File: config.mk
export PLATFORM = sky130hd
export DESIGN_NAME = hd_isqrt
export DESIGN_NICKNAME = d
export VERILOG_FILES = /design/src/hdl/hd_pkg.sv /design/src/hdl/hd_isqrt.sv
export SDC_FILE = /design/constraint.sdc
export NUM_CORES = 2
export LEC_CHECK = 0
export ABC_CLOCK_PERIOD_IN_PS = 3600
export BUFFER_PORTS_ARGS = -buffer_cell sky130_fd_sc_hd__buf_2
export CAP_MARGIN = 10
export CORE_UTILIZATION = 45
export DETAILED_ROUTE_END_ITERATION = 16
export PLACE_DENSITY = 0.61
export SETUP_SLACK_MARGIN = 0.05
export SLEW_MARGIN = 10
export SYNTH_ARGS = -nofsm -noshare
export SYNTH_HDL_FRONTEND = slang
export SYNTH_SLANG_ARGS = --single-unit
export TNS_END_PERCENT = 100
File: constraint.sdc
create_clock -name clock -period 3.6 [get_ports clock]
set_clock_uncertainty 0.1 [all_clocks]
set_input_delay 0.54 -clock clock [delete_from_list [all_inputs] [get_ports clock]]
set_output_delay 0.54 -clock clock [all_outputs]
set_load 0.03 [all_outputs]
File: src/hdl/hd_pkg.sv
// ----------------------------------------------------------------------------
// hd_pkg : shared types and constants for the haversine distance block
// Fixed-point formats, CORDIC arctangent table and pipeline sizes.
// ----------------------------------------------------------------------------
package hd_pkg;

   localparam int CW           = 34;
   localparam int PW           = 2 * CW;
   localparam int AW           = 27;
   localparam int MAG_W        = 24;
   localparam int A_W          = 31;
   localparam int CORDIC_STEPS = 28;
   localparam int SQ_STEPS     = 31;
   localparam int SQ_W         = 62;
   localparam int SQ_IN_W      = 61;
   localparam int SQ_ROOT_W    = 31;
   localparam int DP_W         = 44;
   localparam int DIST_W       = 23;

   localparam logic signed [AW-1:0] DEG90  = AW'(11796480);
   localparam logic signed [AW-1:0] DEG180 = AW'(23592960);
   localparam logic signed [AW-1:0] DEG360 = AW'(47185920);

   localparam logic [26:0]          RAD_PER_DEG = 27'd74961321;
   localparam logic signed [CW-1:0] INV_GAIN    = CW'(652032874);
   localparam logic signed [CW-1:0] ONE_Q30     = CW'(1 << 30);
   localparam logic [12:0]          EARTH_R     = 13'd6371;
   localparam logic [DIST_W-1:0]    DIST_MAX    = DIST_W'(5123840);

   localparam logic signed [CW-1:0] ATAN_TAB [CORDIC_STEPS] = '{
      CW'(843314856), CW'(497837829), CW'(263043836), CW'(133525158),
      CW'(67021686),  CW'(33543515),  CW'(16775850),  CW'(8388437),
      CW'(4194282),   CW'(2097149),   CW'(1048575),   CW'(524287),
      CW'(262143),    CW'(131071),    CW'(65535),     CW'(32767),
      CW'(16383),     CW'(8191),      CW'(4095),      CW'(2047),
      CW'(1023),      CW'(511),       CW'(255),       CW'(127),
      CW'(63),        CW'(31),        CW'(15),        CW'(7)
   };

   typedef enum logic {
      CORDIC_ROTATE,
      CORDIC_VECTOR
   } cordic_mode_type;

endpackage

File: src/hdl/hd_isqrt.sv
// ----------------------------------------------------------------------------
// hd_isqrt : pipelined floor integer square root
// One result bit per register stage, restoring method.
// ----------------------------------------------------------------------------
module hd_isqrt
   import hd_pkg::*;
(
   input  logic                  clock,
   input  logic                  en,
   input  logic [SQ_IN_W-1:0]    v_in,
   output logic [SQ_ROOT_W-1:0]  root_out
);

   logic [SQ_W-1:0] rem_ff  [SQ_STEPS];
   logic [SQ_W-1:0] root_ff [SQ_STEPS];
   logic [SQ_W-1:0] rem_s   [SQ_STEPS];
   logic [SQ_W-1:0] root_s  [SQ_STEPS];
   logic [SQ_W-1:0] rem_in  [SQ_STEPS];
   logic [SQ_W-1:0] root_in [SQ_STEPS];
   logic [SQ_W-1:0] bit_w   [SQ_STEPS];
   logic [SQ_W-1:0] trial   [SQ_STEPS];

   always_comb begin
      rem_s[0]  = SQ_W'(v_in);
      root_s[0] = '0;
      for (int j = 1; j < SQ_STEPS; j++) begin
         rem_s[j]  = rem_ff[j-1];
         root_s[j] = root_ff[j-1];
      end
   end

   always_comb begin
      for (int j = 0; j < SQ_STEPS; j++) begin
         bit_w[j] = SQ_W'(1) << (2 * (SQ_STEPS - 1 - j));
         trial[j] = root_s[j] + bit_w[j];
         if (rem_s[j] >= trial[j]) begin
            rem_in[j]  = rem_s[j] - trial[j];
            root_in[j] = (root_s[j] >> 1) + bit_w[j];
         end else begin
            rem_in[j]  = rem_s[j];
            root_in[j] = root_s[j] >> 1;
         end
      end
   end

   always_ff @(posedge clock) begin
      if (en) begin
         for (int j = 0; j < SQ_STEPS; j++) begin
            rem_ff[j]  <= rem_in[j];
            root_ff[j] <= root_in[j];
         end
      end
   end

   assign root_out = root_ff[SQ_STEPS-1][SQ_ROOT_W-1:0];

endmodule

* Yosys cells after proc, flatten, opt, wreduce, memory -nomap -nowiden
Memories as Yosys holds them, arrays and structs flattened.
Cells that the tools add are included.
** Cells by class
- $add $sub $neg :: 91
- Order comparisons :: 31
- Mux-type cells :: 64
** Operators by type and width (number)
- $mux 62 :: 61
- $ge 62x62->1 :: 30
- $sub 62x62->62 :: 30
- $add 61x1->62 const B :: 1
- $add 61x11->62 const B :: 1
- $add 61x13->62 const B :: 1
- $add 61x15->62 const B :: 1
- $add 61x17->62 const B :: 1
- $add 61x19->62 const B :: 1
- $add 61x21->62 const B :: 1
- $add 61x23->62 const B :: 1
- $add 61x25->62 const B :: 1
- $add 61x27->62 const B :: 1
- $add 61x29->62 const B :: 1
- $add 61x3->62 const B :: 1
- $add 61x31->62 const B :: 1
- $add 61x33->62 const B :: 1
- $add 61x35->62 const B :: 1
- $add 61x37->62 const B :: 1
- $add 61x39->62 const B :: 1
- $add 61x41->62 const B :: 1
- $add 61x43->62 const B :: 1
- $add 61x45->62 const B :: 1
- $add 61x47->62 const B :: 1
- other kinds (43) :: 44
** Storage, ports and cells
- Register bits :: 0
- Memory bits (writable) :: 3844
- Input port bits :: 63
- Output and inout bits :: 31
- Word-level logic and storage cells :: 188
- Memories kept :: 2
** Memories
- rem_ff :: depth 31, width 62, rd ports 30, clocked after memory_dff 0, write ports 31, line hd_isqrt.sv:14 : logic [SQ_W-1:0] rem_ff [SQ_STEPS];
- root_ff :: depth 31, width 62, rd ports 31, clocked after memory_dff 0, write ports 31, line hd_isqrt.sv:15 : logic [SQ_W-1:0] root_ff [SQ_STEPS];

* Logic depth before layout (Yosys ltp)
An unclocked memory read counts as a cell.
- Depth in word-level cells :: 4
- Depth in mapped cells :: 14
- Depth with buffers taken out :: 12

* Worst setup path after synthesis
No wires, ideal clock.
- Path kind :: flip-flop to flip-flop
- Start :: mem rem_ff[21][21] (netlist: rem_ff[1][331])
- End :: mem rem_ff[22][61] (netlist: rem_ff[1][433]), data pin
- Setup time :: 271 ps
- Data arrival time :: 3005 ps
- Data required time :: 3229 ps
- Path slack :: 224 ps
- Stages on the path, launching flop included :: 11
- Path buffers :: 0
- Clock period less this slack :: 3376 ps
- Path through :: edfxtp_1 > ha_1 > a21o_1 > a31oi_1 > a211oi_1 > o31ai_1 > o41ai_1 > a41o_1 > a2111oi_0 > nor4bb_1 > xor2_1
** RTL lines (line)
- start, declared :: hd_isqrt.sv:14

==> flow_summary.toml <==
[route]
vias_per_cell = 5.59
wl_per_cell_um = 21.7
wirelength_mm = 287
drtIter0Drc = 5927
num_vias = 73900
drtPass1Iterations = 6
drcViolationCount = 0
drtAntennaViolNets = 0

[timing]
hold_viol = 0
setup_tns_ps = 0
slew_viol_final = 0
fin_crit_ps = 3480
finalCritPeriodShare_pct = 96.7
worst_slew_pin_slew_ps = 1180
grt_setup_unrepaired = "yes"
fmax_mhz = 287
relSlewSlack_pct = 21.4
setup_viol = 0

[clock_network]
cts_made_buffers = 278
htreeDepth = 5
cts_buffer_depth = 4
cts_root_buf = "clkbuf_16"
clk_pin_slew_ps = 60
cts_tree = "yes"
clock_sinks = 2356
clk_latency_ps = 920

[critical_path]
start_kind = "flip-flop"
r2r_end = "rem_ff[1][803]"
worstSetupEndpointType = "flip-flop"
crit_type = "flip-flop to flip-flop"
r2r_setup_slack_ps = 120
crit_fanout = 6
r2r_cells = 12
r2r-start = "rem_ff[1][705]"
critPathRequiredTime_ps = 4180
worstPathArrival_ps = 4060

[synth]
synth_area_per_cell_um2 = 12.6
syn_inst = 8959
yosysWarningCount = 0
synth.yosys.seq_area_share_pct = 62.5
synth.top_cells.by_area = "edfxtp_1 63%, ha_1 5.8%, xnor2_1 3.8%"
synth-seq-cells = 2356
ys.flop_type = "edfxtp_1"
yosysTopAreaCell = "edfxtp_1"
synth_top_area_share_pct = 62.5
synthArstFlopShare_pct = 0
synthDistinctLibCells = 92
synth_area_um2 = 113000
synth_edf_count = 2356

[min_path]
holdPathEnd = "rem_ff[0][57]"
worst_hold_startpoint = "v_in[57]"
hold_class = "input port to flip-flop"
hold_depth = 2

[grt]
grt_max_degree = 130
grt_use_met3_pct = 3.19
met1_usage_pct = 31.2
grt.busiest_layer = "met2"
use_met2_pct = 36.8
antenna_found_initial = 14
grt-ovfl-total = 0
grt_pass1_vias = 72400
grt_pass1_wl_mm = 432
track_usage_pct = 22.3

[floorplan]
initial_core_util_pct = 45.4
die_h_um = 503
rows = 183
ios = 94
core_area_um2 = 249000
die_width_um = 503
dieArea_um2 = 253000

[finish]
layout_commonest_cell = "edfxtp_1"
final_cells = 13200
fillers = 21100
area.growth.synth_to_final_pct = 16.3
final_nets = 10300
drive_gt1_share_pct = 13.2
fin_util_pct = 52.8
final_cell_mix = "2,356 x edfxtp_1, 644 x inv_1, 611 x nor2_1, 593 x a21oi_1, 518 x ha_1"
stdcell_area_um2 = 132000

[placement]
dp_hpwl_mm = 215
port_buffers = 93
place.gp.congestion = 0.905
placed_area_um2 = 121000
dp.cells = 12700

[run]
cap_violations = 0

[pwr]
p_int_uw = 59300
p_switching_uw = 24300
max-vdd-ir-drop_mv = 0.487
power.share.clock_pct = 32.5
switching_share_pct = 29.1
pwr-share-seq_pct = 45.2
p_comb_share_pct = 22.2
power_density_nw_per_um2 = 636
power.leakage_uw = 0.0500

[status]
status = "finished clean"
-- registers in the layout, summed over array words and instances, names as in the netlist --
name,flops
rem_ff,1860
root_ff,496
-- timing repair --
action | CTS | global route
pin swaps | 2 | 33
buffers inserted | 1 | 16
gates cloned | 0 | 3
resized for setup | 26 | 159
endpoints found under the setup margin | 101 | 338
hold endpoints to repair | 63 | 0
hold buffers | 62 | 0
-- cells by family after synthesis --
kind of cell | synth area share [%]
AOI/OAI and AO/OA | 9.24
xor gates and xnor gates | 6.38
adders and majority gates | 5.78
buffers and inverters | 2.92
DFF | 62.5
muxes | 1.03
other | 0.00332
and+or+nand+nor | 12.1
-- synth_stat cells, types with 176 or more instances --
library cell / number
a21o_1: 217
a21oi_1: 609
edfxtp_1: 2356
ha_1: 523
inv_1: 645
nand2_1: 498
nand3_1: 176
nor2_1: 616
nor3_1: 228
nor4_1: 301
o21ai_0: 369
xnor2_1: 496
xor2_1: 328
-- power groups by stage --
stage	combinational, µW	sequential (µW)	clock (µW)
2_1_floorplan	12300	36800	0
3_3_place_gp	17700	38400	0
3_5_place_dp	17900	38400	0
4_1_cts	18100	37800	27900
5_1_grt	20500	38200	29000
6_report	18600	37800	27200
-- critical path: stages, from the launching register on --
cell	delay, ps
edfxtp_1	400
ha_1	430
nand4_1	290
nor2_4	230
nand3_1	240
nor4_2	230
buf_4	160
a21oi_1	80
nand4_2	100
or4b_4	490
buf_4	190
nor4_4	260
xor2_1	100
-- layer usage --
metal	up-vias	wire, µm
met1	36600	130000
li1	35100	-
met5	-	13
met3	347	15500
met4	2	4540
met2	1842	137000
-- through the flow --
step / power (µW) / hold WS, ps / setup slack [ps]
global route: 87600 / 146 / -39.5
finish: 83600 / 186 / 119
detailed placement: 56300 / 331 / -300
floorplan: 49200 / 317 / 224
CTS: 83800 / 104 / 21.0
global placement: 56100 / 327 / -310
-- worst max-delay path by stage --
stage,slack [ps],depth (start not counted),end,startpoint
after floorplan,220,10,rem_ff[1][433],rem_ff[1][331]
after global placement,-310,13,rem_ff[1][789],root_ff[1][691]
after detailed placement,-300,13,rem_ff[1][803],root_ff[1][689]
after CTS,20,12,rem_ff[1][782],rem_ff[1][704]
after global routing,-40,12,rem_ff[1][432],rem_ff[1][333]
final,120,12,rem_ff[1][803],rem_ff[1][705]
-- cell type report --
| type | count | area (µm²) | area share (%) |
|---|---|---|---|
| Multi-Input combinational cell | 5761 | 40000 | 30.4 |
| Antenna cell | 3 | 7.51 | 0.00571 |
| Clock buffer | 318 | 7260 | 5.52 |
| Clock inverter | 152 | 1470 | 1.12 |
| Inverter | 646 | 2430 | 1.85 |
| Tap cell | 3330 | 4170 | 3.17 |
| Timing Repair Buffer | 667 | 5460 | 4.15 |
| Sequential cell | 2356 | 70700 | 53.8 |
(Power assumes the default switching activity.)
